### src/design/wbpd_pkg.sv
// Shared types and constants of the weighted Bernoulli pair distance block.
// Depends on nothing; every other file of the block imports it.
`default_nettype none

package wbpd_pkg;

	// Fixed-point format of probabilities, weights and distances (Q1.16).
	localparam int FRAC_BITS = 16;
	localparam int PROB_W    = FRAC_BITS + 1;
	localparam logic [PROB_W-1:0] ONE_FX = PROB_W'(1) << FRAC_BITS;

	// Accumulator widths.
	localparam int COUNT_W = 13;
	localparam int SUM_W   = 29;
	localparam logic [COUNT_W-1:0] COUNT_MAX = '1;
	localparam logic [SUM_W-1:0]   SUM_MAX   = '1;

	// Configuration port.
	localparam int ADDR_W = 3;
	localparam int DATA_W = 32;
	localparam logic [0:0] REG_COMMON_FLOOR = 1'b0;
	localparam logic [COUNT_W-1:0] COMMON_FLOOR_RESET = COUNT_W'(1);

	// Depth of the queue between the accumulator and the divider.
	localparam int QUEUE_DEPTH = 2;
	localparam int QPTR_W      = $clog2(QUEUE_DEPTH);
	localparam int QFILL_W     = $clog2(QUEUE_DEPTH + 1);

	// Result codes.
	typedef enum logic [1:0] {
		OUT_COMPUTED    = 2'd0,
		OUT_DIAGONAL    = 2'd1,
		OUT_TOO_FEW     = 2'd2,
		OUT_ZERO_WEIGHT = 2'd3
	} outcome_t;

	// Final sums of one read pair, handed from the front to the divider.
	typedef struct packed {
		logic               diag;
		logic [COUNT_W-1:0] common_count;
		logic [SUM_W-1:0]   weight_sum;
		logic [SUM_W-1:0]   delta_sum;
	} pair_sums_t;

endpackage

`default_nettype wire

### src/design/wbpd_front.sv
// Front part: takes one column per cycle unless stalled, forms weights and
// products in a three-stage pipeline and accumulates the pair sums. Depends on wbpd_pkg.
`default_nettype none

module wbpd_front (
	input  logic                      clk,
	input  logic                      arst_n,
	input  logic                      in_valid,
	output logic                      in_stall,
	input  logic [wbpd_pkg::PROB_W-1:0] prob_first,
	input  logic [wbpd_pkg::PROB_W-1:0] prob_second,
	input  logic                      first_missing,
	input  logic                      second_missing,
	input  logic                      same_read,
	input  logic                      last_column,
	output logic                      push,
	output wbpd_pkg::pair_sums_t      push_data,
	input  logic                      q_full
);
	import wbpd_pkg::*;

	// A value above one counts as exactly one.
	function automatic logic [PROB_W-1:0] clamp_prob(input logic [PROB_W-1:0] v);
		return (v > ONE_FX) ? ONE_FX : v;
	endfunction

	// Weight |2p-1| of a clamped probability.
	function automatic logic [PROB_W-1:0] weight_of(input logic [PROB_W-1:0] p);
		logic [PROB_W:0] twice;
		twice = {p, 1'b0};
		return (twice >= {1'b0, ONE_FX}) ? PROB_W'(twice - {1'b0, ONE_FX})
		                                 : PROB_W'({1'b0, ONE_FX} - twice);
	endfunction

	// Saturating accumulate.
	function automatic logic [SUM_W-1:0] sat_add(input logic [SUM_W-1:0] a,
	                                             input logic [PROB_W-1:0] b);
		logic [SUM_W:0] s;
		s = {1'b0, a} + (SUM_W+1)'(b);
		return (s > {1'b0, SUM_MAX}) ? SUM_MAX : s[SUM_W-1:0];
	endfunction

	logic adv;
	logic retire;

	logic v_s1, v_s2, v_s3;
	logic pres_s1, pres_s2, pres_s3;
	logic last_s1, last_s2, last_s3;
	logic diag_s1, diag_s2, diag_s3;
	logic [PROB_W-1:0] p1_s1, p2_s1, w1_s1, w2_s1;
	logic [PROB_W-1:0] ww_s2, pp_s2;
	logic [PROB_W:0]   psum_s2;
	logic [PROB_W-1:0] ww_s3, term_s3;

	logic [2*PROB_W-1:0] ww_full, pp_full, term_full;
	logic [PROB_W:0]     prod2, delta_raw;
	logic [PROB_W-1:0]   delta;

	logic [COUNT_W-1:0] count_q, count_next;
	logic [SUM_W-1:0]   wsum_q, wsum_next, dsum_q, dsum_next;

	// The pipeline moves unless a finished pair cannot enter the queue.
	assign adv      = !(v_s3 && last_s3 && q_full);
	assign in_stall = !adv;
	assign retire   = v_s3 && adv;

	// Valid bits of the three stages.
	always_ff @(posedge clk or negedge arst_n) begin
		if (!arst_n) begin
			v_s1 <= 1'b0;
			v_s2 <= 1'b0;
			v_s3 <= 1'b0;
		end else if (adv) begin
			v_s1 <= in_valid;
			v_s2 <= v_s1;
			v_s3 <= v_s2;
		end
	end

	// Stage 1 registers clamped probabilities, their weights and the flags.
	always_ff @(posedge clk) begin
		if (adv) begin
			p1_s1   <= clamp_prob(prob_first);
			p2_s1   <= clamp_prob(prob_second);
			w1_s1   <= weight_of(clamp_prob(prob_first));
			w2_s1   <= weight_of(clamp_prob(prob_second));
			pres_s1 <= !first_missing && !second_missing;
			last_s1 <= last_column;
			diag_s1 <= same_read;
		end
	end

	// Stage 2 registers the weight product, the probability product and the probability sum.
	assign ww_full = w1_s1 * w2_s1;
	assign pp_full = p1_s1 * p2_s1;

	always_ff @(posedge clk) begin
		if (adv) begin
			ww_s2   <= ww_full[FRAC_BITS +: PROB_W];
			pp_s2   <= pp_full[FRAC_BITS +: PROB_W];
			psum_s2 <= {1'b0, p1_s1} + {1'b0, p2_s1};
			pres_s2 <= pres_s1;
			last_s2 <= last_s1;
			diag_s2 <= diag_s1;
		end
	end

	// Stage 3 forms delta = p1+p2-2*p1*p2, clamped to [0,1], and weights it.
	assign prod2     = {pp_s2, 1'b0};
	assign delta_raw = (psum_s2 >= prod2) ? (psum_s2 - prod2) : '0;
	assign delta     = (delta_raw > {1'b0, ONE_FX}) ? ONE_FX : delta_raw[PROB_W-1:0];
	assign term_full = ww_s2 * delta;

	always_ff @(posedge clk) begin
		if (adv) begin
			ww_s3   <= ww_s2;
			term_s3 <= term_full[FRAC_BITS +: PROB_W];
			pres_s3 <= pres_s2;
			last_s3 <= last_s2;
			diag_s3 <= diag_s2;
		end
	end

	// Sums including the column in stage 3.
	always_comb begin
		count_next = count_q;
		wsum_next  = wsum_q;
		dsum_next  = dsum_q;
		if (pres_s3) begin
			if (count_q != COUNT_MAX) begin
				count_next = count_q + COUNT_W'(1);
			end
			wsum_next = sat_add(wsum_q, ww_s3);
			dsum_next = sat_add(dsum_q, term_s3);
		end
	end

	// Accumulators clear after the last column of a pair.
	always_ff @(posedge clk or negedge arst_n) begin
		if (!arst_n) begin
			count_q <= '0;
			wsum_q  <= '0;
			dsum_q  <= '0;
		end else if (retire) begin
			if (last_s3) begin
				count_q <= '0;
				wsum_q  <= '0;
				dsum_q  <= '0;
			end else begin
				count_q <= count_next;
				wsum_q  <= wsum_next;
				dsum_q  <= dsum_next;
			end
		end
	end

	// A finished pair goes to the queue with its final sums.
	assign push                   = retire && last_s3;
	assign push_data.diag         = diag_s3;
	assign push_data.common_count = count_next;
	assign push_data.weight_sum   = wsum_next;
	assign push_data.delta_sum    = dsum_next;

	// The sums start from zero for the pair after a last column.
	a_clear_after_last: assert property (@(posedge clk) disable iff (!arst_n)
		(retire && last_s3) |=> (count_q == '0 && wsum_q == '0 && dsum_q == '0))
		else $error("accumulators not cleared after last column");

	// The weighted delta sum never exceeds the weight sum.
	a_delta_bounded: assert property (@(posedge clk) disable iff (!arst_n)
		push |-> (push_data.delta_sum <= push_data.weight_sum))
		else $error("delta sum above weight sum");

endmodule

`default_nettype wire

### src/design/wbpd_queue.sv
// Short queue of finished pair sums between the accumulator and the divider.
// Depends on wbpd_pkg.
`default_nettype none

module wbpd_queue (
	input  logic                 clk,
	input  logic                 arst_n,
	input  logic                 push,
	input  wbpd_pkg::pair_sums_t push_data,
	output logic                 full,
	input  logic                 pop,
	output logic                 pop_valid,
	output wbpd_pkg::pair_sums_t pop_data
);
	import wbpd_pkg::*;

	pair_sums_t         entry_q [QUEUE_DEPTH];
	logic [QPTR_W-1:0]  wr_ptr_q, rd_ptr_q;
	logic [QFILL_W-1:0] fill_q;

	assign full      = (fill_q == QFILL_W'(QUEUE_DEPTH));
	assign pop_valid = (fill_q != '0);
	assign pop_data  = entry_q[rd_ptr_q];

	// Entry storage.
	always_ff @(posedge clk) begin
		if (push) begin
			entry_q[wr_ptr_q] <= push_data;
		end
	end

	// Pointers wrap at the queue depth.
	always_ff @(posedge clk or negedge arst_n) begin
		if (!arst_n) begin
			wr_ptr_q <= '0;
			rd_ptr_q <= '0;
			fill_q   <= '0;
		end else begin
			if (push) begin
				wr_ptr_q <= (wr_ptr_q == QPTR_W'(QUEUE_DEPTH - 1)) ? '0
				                                                   : wr_ptr_q + QPTR_W'(1);
			end
			if (pop) begin
				rd_ptr_q <= (rd_ptr_q == QPTR_W'(QUEUE_DEPTH - 1)) ? '0
				                                                   : rd_ptr_q + QPTR_W'(1);
			end
			if (push && !pop) begin
				fill_q <= fill_q + QFILL_W'(1);
			end else if (pop && !push) begin
				fill_q <= fill_q - QFILL_W'(1);
			end
		end
	end

	// The front never pushes into a full queue, and nothing pops an empty one.
	a_no_overflow: assert property (@(posedge clk) disable iff (!arst_n)
		(push |-> !full) and (pop |-> pop_valid))
		else $error("queue overflow or underflow");

endmodule

`default_nettype wire

### src/design/wbpd_back.sv
// Back part: classifies a finished pair and divides the two sums with a
// bit-serial restoring divider, then holds the result. Depends on wbpd_pkg.
`default_nettype none

module wbpd_back (
	input  logic                        clk,
	input  logic                        arst_n,
	input  logic                        q_valid,
	input  wbpd_pkg::pair_sums_t        q_data,
	output logic                        q_pop,
	input  logic [wbpd_pkg::COUNT_W-1:0] common_floor,
	output logic                        out_valid,
	input  logic                        out_stall,
	output logic [wbpd_pkg::PROB_W-1:0] distance,
	output logic [1:0]                  outcome
);
	import wbpd_pkg::*;

	localparam int QUO_W  = FRAC_BITS + 1;
	localparam int STEP_W = $clog2(QUO_W);
	localparam int REM_W  = SUM_W + 1;

	typedef enum logic [2:0] {
		ST_IDLE = 3'b001,
		ST_DIV  = 3'b010,
		ST_DONE = 3'b100
	} div_state_t;

	div_state_t        state_q;
	logic [STEP_W-1:0] step_q;
	logic [REM_W-1:0]  rem_q;
	logic [SUM_W-1:0]  div_q;
	logic [QUO_W-1:0]  quo_q;

	logic              out_valid_q;
	logic [PROB_W-1:0] distance_q;
	outcome_t          outcome_q;

	logic              out_free;
	logic              load;
	outcome_t          load_code;
	logic [PROB_W-1:0] load_dist;
	logic              special;
	outcome_t          special_code;
	logic [REM_W-1:0]  trial;
	logic              fits;

	assign out_free = !out_valid_q || !out_stall;
	assign q_pop    = (state_q == ST_IDLE) && q_valid && out_free;

	// Cases that give no quotient, in priority order.
	always_comb begin
		special      = 1'b1;
		special_code = OUT_DIAGONAL;
		if (q_data.diag) begin
			special_code = OUT_DIAGONAL;
		end else if (q_data.common_count < common_floor) begin
			special_code = OUT_TOO_FEW;
		end else if (q_data.weight_sum == '0) begin
			special_code = OUT_ZERO_WEIGHT;
		end else begin
			special = 1'b0;
		end
	end

	// One quotient bit a cycle; the first step takes the sum unshifted.
	assign trial = (step_q == '0) ? rem_q : {rem_q[REM_W-2:0], 1'b0};
	assign fits  = (trial >= {1'b0, div_q});

	// Result register load.
	always_comb begin
		load      = 1'b0;
		load_code = OUT_COMPUTED;
		load_dist = '0;
		if (q_pop && special) begin
			load      = 1'b1;
			load_code = special_code;
		end else if ((state_q == ST_DONE) && out_free) begin
			load      = 1'b1;
			load_dist = (quo_q > QUO_W'(ONE_FX)) ? ONE_FX : PROB_W'(quo_q);
		end
	end

	// Divider sequencer.
	always_ff @(posedge clk or negedge arst_n) begin
		if (!arst_n) begin
			state_q <= ST_IDLE;
			step_q  <= '0;
		end else begin
			unique case (state_q)
				ST_IDLE: begin
					if (q_pop && !special) begin
						state_q <= ST_DIV;
						step_q  <= '0;
					end
				end
				ST_DIV: begin
					if (step_q == STEP_W'(QUO_W - 1)) begin
						state_q <= ST_DONE;
					end
					step_q <= step_q + STEP_W'(1);
				end
				ST_DONE: begin
					if (out_free) begin
						state_q <= ST_IDLE;
					end
				end
				default: begin
					state_q <= ST_IDLE;
				end
			endcase
		end
	end

	// Divider datapath.
	always_ff @(posedge clk) begin
		if (q_pop) begin
			rem_q <= {1'b0, q_data.delta_sum};
			div_q <= q_data.weight_sum;
			quo_q <= '0;
		end else if (state_q == ST_DIV) begin
			rem_q <= fits ? (trial - {1'b0, div_q}) : trial;
			quo_q <= {quo_q[QUO_W-2:0], fits};
		end
	end

	// Output register holds a result until the receiver takes it.
	always_ff @(posedge clk or negedge arst_n) begin
		if (!arst_n) begin
			out_valid_q <= 1'b0;
		end else begin
			out_valid_q <= load || (out_valid_q && out_stall);
		end
	end

	always_ff @(posedge clk) begin
		if (load) begin
			distance_q <= load_dist;
			outcome_q  <= load_code;
		end
	end

	assign out_valid = out_valid_q;
	assign distance  = distance_q;
	assign outcome   = outcome_q;

	// After the first step the partial remainder stays below the divisor.
	a_rem_below_div: assert property (@(posedge clk) disable iff (!arst_n)
		(state_q == ST_DIV && step_q != '0) |-> (rem_q < {1'b0, div_q}))
		else $error("divider remainder out of range");

	// A result that is not a quotient carries zero distance.
	a_zero_when_special: assert property (@(posedge clk) disable iff (!arst_n)
		(out_valid_q && outcome_q != OUT_COMPUTED) |-> (distance_q == '0))
		else $error("nonzero distance without a quotient");

	// A computed distance never exceeds one.
	a_dist_bounded: assert property (@(posedge clk) disable iff (!arst_n)
		(out_valid_q && outcome_q == OUT_COMPUTED) |-> (distance_q <= ONE_FX))
		else $error("distance above one");

endmodule

`default_nettype wire

### src/design/weighted_bernoulli_pair_distance.sv
// Top level of the weighted Bernoulli pair distance block: configuration
// register, front accumulator, pair queue and divider. Depends on wbpd_pkg.
//
// Use: stream the columns of one read pair on the input channel, one
// transfer per column, with last_column set on the final one. Each column
// carries both Q1.16 probabilities and their missing flags. On the last
// column the block returns one transfer on the output channel: the distance
// (Q1.16, saturated at 1.0) and an outcome code; the distance is zero unless
// the outcome is "computed". The minimum number of common columns is set
// through the APB port at address 0 and reads back there.
// Throughput: one column per cycle while the input is not stalled. A
// diagonal, too-few or zero-weight pair is resolved without the divider;
// a computed one goes through the 17-step bit-serial divider. A pair
// queue of two entries lets columns of following pairs keep streaming while
// the divider works; with two pairs waiting, the input stalls on the next
// last column until the divider frees an entry.
// Reset clears the sums, the queue and the output register and sets the
// minimum to one. While the receiver stalls, the result holds unchanged.
`default_nettype none

module weighted_bernoulli_pair_distance (
	input  logic                        clk,
	input  logic                        arst_n,
	input  logic                        psel,
	input  logic                        penable,
	input  logic                        pwrite,
	input  logic [wbpd_pkg::ADDR_W-1:0] paddr,
	input  logic [wbpd_pkg::DATA_W-1:0] pwdata,
	output logic [wbpd_pkg::DATA_W-1:0] prdata,
	output logic                        pready,
	input  logic                        in_valid,
	output logic                        in_stall,
	input  logic [wbpd_pkg::PROB_W-1:0] prob_first,
	input  logic [wbpd_pkg::PROB_W-1:0] prob_second,
	input  logic                        first_missing,
	input  logic                        second_missing,
	input  logic                        same_read,
	input  logic                        last_column,
	output logic                        out_valid,
	input  logic                        out_stall,
	output logic [wbpd_pkg::PROB_W-1:0] distance,
	output logic [1:0]                  outcome
);
	import wbpd_pkg::*;

	logic [COUNT_W-1:0] common_floor_q;
	logic               reg_hit;
	logic               push, q_full, q_pop, q_valid;
	pair_sums_t         push_data, pop_data;

	// Configuration register.
	assign pready  = 1'b1;
	assign reg_hit = (paddr[ADDR_W-1:2] == REG_COMMON_FLOOR);
	assign prdata  = reg_hit ? DATA_W'(common_floor_q) : '0;

	always_ff @(posedge clk or negedge arst_n) begin
		if (!arst_n) begin
			common_floor_q <= COMMON_FLOOR_RESET;
		end else if (psel && penable && pwrite && pready && reg_hit) begin
			common_floor_q <= pwdata[COUNT_W-1:0];
		end
	end

	wbpd_front u_front (
		.clk            (clk),
		.arst_n         (arst_n),
		.in_valid       (in_valid),
		.in_stall       (in_stall),
		.prob_first     (prob_first),
		.prob_second    (prob_second),
		.first_missing  (first_missing),
		.second_missing (second_missing),
		.same_read      (same_read),
		.last_column    (last_column),
		.push           (push),
		.push_data      (push_data),
		.q_full         (q_full)
	);

	wbpd_queue u_queue (
		.clk       (clk),
		.arst_n    (arst_n),
		.push      (push),
		.push_data (push_data),
		.full      (q_full),
		.pop       (q_pop),
		.pop_valid (q_valid),
		.pop_data  (pop_data)
	);

	wbpd_back u_back (
		.clk          (clk),
		.arst_n       (arst_n),
		.q_valid      (q_valid),
		.q_data       (pop_data),
		.q_pop        (q_pop),
		.common_floor (common_floor_q),
		.out_valid    (out_valid),
		.out_stall    (out_stall),
		.distance     (distance),
		.outcome      (outcome)
	);

endmodule

`default_nettype wire

### config.mk
export PLATFORM = sky130hd
export DESIGN_NAME = weighted_bernoulli_pair_distance
export DESIGN_NICKNAME = d
export VERILOG_FILES = /design/src/design/wbpd_pkg.sv /design/src/design/wbpd_front.sv /design/src/design/wbpd_queue.sv /design/src/design/wbpd_back.sv /design/src/design/weighted_bernoulli_pair_distance.sv
export SDC_FILE = /design/constraint.sdc
export NUM_CORES = 2
export LEC_CHECK = 0
export BUFFER_PORTS_ARGS = -buffer_cell sky130_fd_sc_hd__buf_2
export CAP_MARGIN = 40
export CORE_ASPECT_RATIO = 1.75
export CORE_MARGIN = 4
export CORE_UTILIZATION = 43
export DETAILED_ROUTE_END_ITERATION = 10
export GPL_ROUTABILITY_DRIVEN = 0
export SYNTH_ARGS = -nofsm -noshare
export SYNTH_HDL_FRONTEND = slang
export SYNTH_SLANG_ARGS = --single-unit
export TNS_END_PERCENT = 20
### constraint.sdc
create_clock -name clk -period 18.6 [get_ports clk]
set_clock_uncertainty 0.2 [all_clocks]
set_input_delay 0.93 -clock clk [delete_from_list [all_inputs] [get_ports clk]]
set_output_delay 0.93 -clock clk [all_outputs]
set_load 0.05 [all_outputs]
; Yosys cells after proc, flatten, opt, wreduce, memory -nomap -nowiden
; Memory sizes are Yosys's and may differ from the RTL's.
; Cells that the tools add are included.
[classes]
n_reduce_logical = 37
n_lt_le_gt_ge = 11
n_bitwise = 3
eq_ne = 9
multipliers = 3
n_addsub = 15
mux = 41
[op_table]
columns = cell, count
row1 = 2-to-1 mux 29 bit, 8
row2 = 2-to-1 mux 17 bit, 6
row3 = multiplier 17 x 17 -> 33 bit, 3
row4 = adder 29 x 17 -> 30 bit, 2
row5 = > comparator 30 x 29 -> 1 bit (second input constant), 2
row6 = 2-to-1 mux 30 bit, 2
row7 = 2-to-1 mux 13 bit, 4
row8 = > comparator 17 bit (second input constant), 3
row9 = greater-or-equal comparator 18 x 17 -> 1 bit (second input constant), 2
row10 = subtractor 17 bit (first input constant), 2
row11 = subtractor 17 bit (second input constant), 2
row12 = greater-or-equal comparator 30 x 29 -> 1 bit, 1
row13 = subtractor 30 x 29 -> 30 bit, 1
row14 = logical NOT 29 bit, 1
row15 = adder 17 x 17 -> 18 bit, 1
row16 = greater-or-equal comparator 18 bit, 1
row17 = > comparator 18 x 17 -> 1 bit (second input constant), 1
row18 = 2-to-1 mux 18 bit, 1
row19 = subtractor 18 bit, 1
row20 = logical AND 1 bit, 16
row21 = adder 13 x 1 -> 13 bit (second input constant), 1
row22 = less-than comparator 13 bit, 1
row23 = != test 13 bit (second input constant), 1
row24 = 2-to-1 mux 1 bit, 10
row25 = 25 further kinds, 46
[word_totals]
output_inout_bits = 54
register_bits = 358
word_cells = 159
memories = 1
ram_bits = 144
in_bits = 80
[mem_list]
columns = memory, words, word_bits, read_ports, rd_clocked_by_memory_dff, wr, line
row1 = u_queue.entry_q, 2, 72, 1, 0, 1, wbpd_queue.sv:17  ; pair_sums_t entry_q [QUEUE_DEPTH];

; Longest topological paths before layout
[depth]
depth_word = 9
mapped_depth = 37
ltp_nobuf = 36

; Modules after synthesis
; A second synthesis with hierarchy kept.
[unflattened]
cells_unflattened = 5252
area_unflattened_um2 = 52366.5
[modules_own_cells]
columns = mod, n_inst, cells_each, area_per_inst_um2
row1 = wbpd_front, 1, 4241, 39157.6
row2 = wbpd_back, 1, 707, 6682.7
row3 = wbpd_queue, 1, 240, 5734.2
row4 = weighted_bernoulli_pair_distance, 1, 64, 792.0

; Worst setup path after synthesis
; No wires, ideal clock.
[synth_timing]
path_type = register to register
startpoint = reg u_front.last_s3
endpoint = mem u_queue.entry_q[0][0] (netlist name), enable pin
n_path_buf = 1
setup_time_ns = 0.503
path_stages_with_launch = 6
arrival_ns = 8.360
slack_ns = 9.538
period_less_slack_ns = 9.062
t_required_ns = 17.897
cell_sequence = edfxtp_1 > clkbuf_1 > nand4b_1 > and2_1 > nand2_1 > nor2_1
[synth_via]
elab_chain_len = 7
[synth_rtl]
columns = element, line
row1 = from (decl), wbpd_front.sv:48  ; logic last_s1, last_s2, last_s3;
row2 = from (signal assigned), wbpd_front.sv:119  ; last_s3 <= last_s2;
row3 = logical AND 1 bit (2 in series), wbpd_front.sv:63  ; assign adv = !(v_s3 && last_s3 && q_full);
row4 = logical NOT 1 bit, wbpd_front.sv:63
row5 = logical AND 1 bit, wbpd_front.sv:65  ; assign retire = v_s3 && adv;
row6 = logical AND 1 bit *, wbpd_front.sv:158  ; assign push = retire && last_s3;
row7 = 2-to-1 mux 1 bit *, wbpd_queue.sv:27  ; if (push) begin
row8 = 2-to-1 mux 1 bit (not written as such) *, wbpd_queue.sv:28  ; entry_q[wr_ptr_q] <= push_data;
row9 = to (decl), wbpd_queue.sv:17
; Mark *: on every way between the ends. The rest lies on a longest branch, timed or not.

; Final worst setup path
[layout_timing]
startpoint = reg u_front.psum_s2[5]
endpoint = reg u_front.term_s3[16], data pin
[layout_via]
elab_chain_len = 5
[layout_rtl]
columns = element, line
row1 = from (decl), wbpd_front.sv:52  ; logic [PROB_W:0] psum_s2;
row2 = from (signal assigned), wbpd_front.sv:101  ; psum_s2 <= {1'b0, p1_s1} + {1'b0, p2_s1};
row3 = subtractor 18 bit / greater-or-equal comparator 18 bit (equally long branches), wbpd_front.sv:110  ; assign delta_raw = (psum_s2 >= prod2) ? (psum_s2 - prod2) : '0;
row4 = 2-to-1 mux 18 bit *, wbpd_front.sv:110
row5 = > comparator 18 x 17 -> 1 bit, wbpd_front.sv:111  ; assign delta = (delta_raw > {1'b0, ONE_FX}) ? ONE_FX : delta_raw[PROB_W-1:0];
row6 = 2-to-1 mux 17 bit *, wbpd_front.sv:111
row7 = multiplier 17 x 17 -> 33 bit *, wbpd_front.sv:112  ; assign term_full = ww_s2 * delta;
row8 = via u_front.term_full[32], wbpd_front.sv:55  ; logic [2*PROB_W-1:0] ww_full, pp_full, term_full;
row9 = to (signal assigned), wbpd_front.sv:117  ; term_s3 <= term_full[FRAC_BITS +: PROB_W];
row10 = to (decl), wbpd_front.sv:53  ; logic [PROB_W-1:0] ww_s3, term_s3;
; Mark *: on every way through the listed nets, which the timed path passes. The rest lies on a longest branch.
; A chain may end at the register's enable or synchronous reset.

==> metrics.md <==
| Metric | Value |
|---|---|
| Fin. Hold Viols | `0` |
| Max FO, Critical Path | `17` |
| Setup-failing EPs final | `0` |
| Slew Viols, Final | `0` |
| Avg Cell Area, Syn | `about 9.9 um2` |
| Crit path largest cell delay | `~0.74 ns` |
| Hpwl dp | `around 99000 um` |
| Number of cells on the worst reg-to-reg path | `33` |
| Worst setup SP type | `flip-flop` |
| DRC | `0` |
| Reg2Reg Setup Slack | `8.02 ns` |
| # rows | `about 170` |
| Largest cells by area after synthesis | `fa_1, edfxtp_1, ha_1` |
| Worst-Skew Late Latency | `around 0.65 ns` |
| Register area | `~14000 um2` |
| Cell variety after synth | `just over 90` |
| Fraction of layout cells with a size suffix above 1 | `under 10%` |
| Die height | `about 470 um` |
| Period utilization | `between 50 and 60%` |
| CTS tree | `yes` |
| Die W | `~270 um` |
| Die ar. | `~130000 um2` |
| Post-CTS Resized | `0` |
| Status | `finished clean` |
| DR pass1 iterations | `5` |
| Clock Sinks | `between 400 and 500` |
| DR vias | `35800` |
| Clock-pin slew on the worst setup and hold paths | `roughly 0.060 ns` |
| First-pass GRT wire length | `roughly 200000 um` |
| Seq cells post-synth | `between 400 and 500` |
| Min cycle time layout | `10.58 ns` |
| Crit path required time | `around 19 ns` |
| Slowest CP cell | `o31a_1` |
| Antenna violations before repair | `1` |
| CTS max path bufs | `3` |
| Clock Tree Root | `clkbuf_16` |
| Register area share after synthesis | `~28%` |
| Layout area overhead | `7.99%` |
| Rel. slew slack | `37.4%` |
| Critical path class | `reg -> reg` |
| Main synth FF type | `edfxtp_1` |
| Setup bufs post-CTS | `0` |
| DRT iter0 DRCs | `approximately 1500` |
| Core box area | `between 100000 and 150000 um2` |
| Ys async rst share | `20.1%` |
| Largest area contributor in the netlist | `fa_1` |
| Cells after synthesis | `a little over 5000` |
| R2R Path End | `u_front.term_s3[16]$_DFFE_PN_` |
| WL final | `124000 um` |
| Cts hold-fix bufs | `0` |
| Max frequency | `94.5 MHz` |
| Initial Util | `between 40% and 50%` |
| CTS HTree Levels | `2` |
| Ports | `roughly 130` |
| I/O Buffers | `92` |
| Via density | `5.28` |
| Setup TNS | `0 ns` |
| Maximum number of pins on one net before global-route repair | `roughly 70` |
| Crit end category | `flip-flop` |
| Area occupied by multi-input gates | `between 30000 and 40000 um2` |
| Drt wl/cell | `between 15 and 20 um` |
| Mapped cell area | `a little over 50000 um2` |
| Nets | `roughly 6400` |
| Worst r2r src | `u_front.psum_s2[5]$_DFFE_PN_` |
| Routed Antenna Nets | `0` |
| RSZ-0062 raised after global routing | `false` |
| # fillers | `approximately 11000` |
| Arr. time, crit path | `approximately 11 ns` |
| Worst Max-Slew Pin Slew | `roughly 0.94 ns` |
| Most common cell on crit path | `fa_1` |
| CTS buffer count | `51` |
| Share of the synthesized area in the top cell type | `24.9%` |
| Max Cap Viol | `0` |
| Vias in the first global route | `about 39000` |
| Synthesis warning total | `0` |
| Number of flops mapped to enable cells by yosys | `380` |
| Hold Path Class | `in -> async` |
| Total GRT Usage | `approximately a fifth` |
| Total congestion overflow | `0` |
[cells in the mapped netlist, types with 22 or more instances]
library cell,number
dfrtp_1,98
xnor2_1,113
nand3_1,62
o21ai_0,101
edfxtp_1,380
a21o_1,64
nand2_1,707
a211oi_1,29
a31oi_1,29
and2_1,334
and3_1,30
nand2b_1,24
ha_1,428
a22o_1,22
nor2b_1,46
fa_1,639
nor2_1,203
xor2_1,57
inv_1,897
mux2i_1,38
nor3_1,48
a21oi_1,211
o21a_1,50
clkbuf_1,157
mux2_2,85
[cells in the final DEF (no fill, tap or decap), types with 14 or more instances in the layout]
cell,synthesis,routed
inv_1,897,896
nand2_1,707,706
fa_1,639,639
ha_1,428,428
edfxtp_1,380,380
and2_1,334,334
a21oi_1,211,211
nor2_1,203,201
xnor2_1,113,113
o21ai_0,101,100
dfrtp_1,98,97
buf_2,20,91
mux2_2,85,85
a21o_1,64,64
nand3_1,62,62
xor2_1,57,57
buf_4,21,56
clkbuf_16,0,51
o21a_1,50,50
nor3_1,48,47
nor2b_1,46,46
mux2i_1,38,38
a31oi_1,29,29
and3_1,30,29
a211oi_1,29,28
nand2b_1,24,24
a22o_1,22,22
conb_1,2,20
nand4_1,19,19
dfxtp_1,18,18
nor4_1,14,14
[cell type report]
class | instances | area share (%)
clock buffer | 67 | 2.46
multi-input combinational | 3604 | 59.4
clock inverter | 28 | 0.733
tap | 1521 | 3.43
sequential | 498 | 25.7
antenna | 1 | 0.00451
inverter | 898 | 6.08
timing repair buffer | 161 | 2.10
[per-layer routing]
| metal | global-route usage (%) | routed length [um] |
|---|---|---|
| met2 | 42.2 | 72900 |
| met4 | 8.80 | 6210 |
| met1 | 19.3 | 42000 |
| met3 | 1.66 | 3000 |
| met5 | 0 | 0 |
[how the worst max path moves through the flow]
| stage | to | start | cells past startpoint |
|---|---|---|---|
| 2_1_floorplan | u_queue.entry_q[0][0]$_DFFE_PP_ | u_front.last_s3$_DFFE_PN_ | 5 |
| 3_3_place_gp | u_front.term_s3[16]$_DFFE_PN_ | u_front.psum_s2[5]$_DFFE_PN_ | 33 |
| 3_5_place_dp | u_front.term_s3[16]$_DFFE_PN_ | u_front.psum_s2[5]$_DFFE_PN_ | 33 |
| 4_1_cts | u_front.term_s3[16]$_DFFE_PN_ | u_front.psum_s2[5]$_DFFE_PN_ | 33 |
| 5_1_grt | u_front.term_s3[16]$_DFFE_PN_ | u_front.psum_s2[5]$_DFFE_PN_ | 33 |
| 6_report | u_front.term_s3[16]$_DFFE_PN_ | u_front.psum_s2[5]$_DFFE_PN_ | 33 |
[kinds of logic after synthesis]
family / synth area share [%]
flops: 27.8
mux: 2.60
other cells: 0.0146
simple gates: 14.7
compound gates: 8.28
fa+ha+maj: 35.3
xor+xnor: 2.94
buf+inv: 8.29
[flip-flops by register name, summed over array words and instances, names as in the netlist, 15 cells and up]
register,cells
u_front.p2_s1,17
u_back.distance,17
u_front.pp_s2,17
u_back.quo_q,17
u_queue.entry_q,144
u_front.dsum_q,29
u_front.w2_s1,15
u_front.wsum_q,29
u_front.term_s3,17
u_front.ww_s2,17
u_back.rem_q,30
u_front.psum_s2,18
u_front.ww_s3,17
u_front.w1_s1,15
u_back.div_q,29
u_front.p1_s1,17
[worst max-delay path, delay by kind of cell (launching register included)]
| kind | cells | cell delay (ns) |
|---|---|---|
| xor+xnor | 2 | 0.95 |
| simple gates | 5 | 1.07 |
| fa+ha+maj | 8 | 3.79 |
| compound gates | 12 | 3.27 |
| buf+inv | 6 | 0.63 |
| flops | 1 | 0.36 |
[metrics by stage]
stage	setup WS (ns)	utilization (%)	std cells	hold WS (ns)	area, um2
2_1_floorplan	9.54	-	5207	0.200	51400
3_3_place_gp	7.97	45.1	6666	0.205	53400
3_5_place_dp	7.94	45.3	6682	0.207	53700
4_1_cts	7.91	46.8	6777	0.0644	55500
5_1_grt	7.59	46.8	6778	0.0927	55500
6_report	8.02	46.8	6778	0.0701	55500
Power is not shown: default switching activity piles up to over one toggle a cycle in this logic, so the estimate is an artifact.
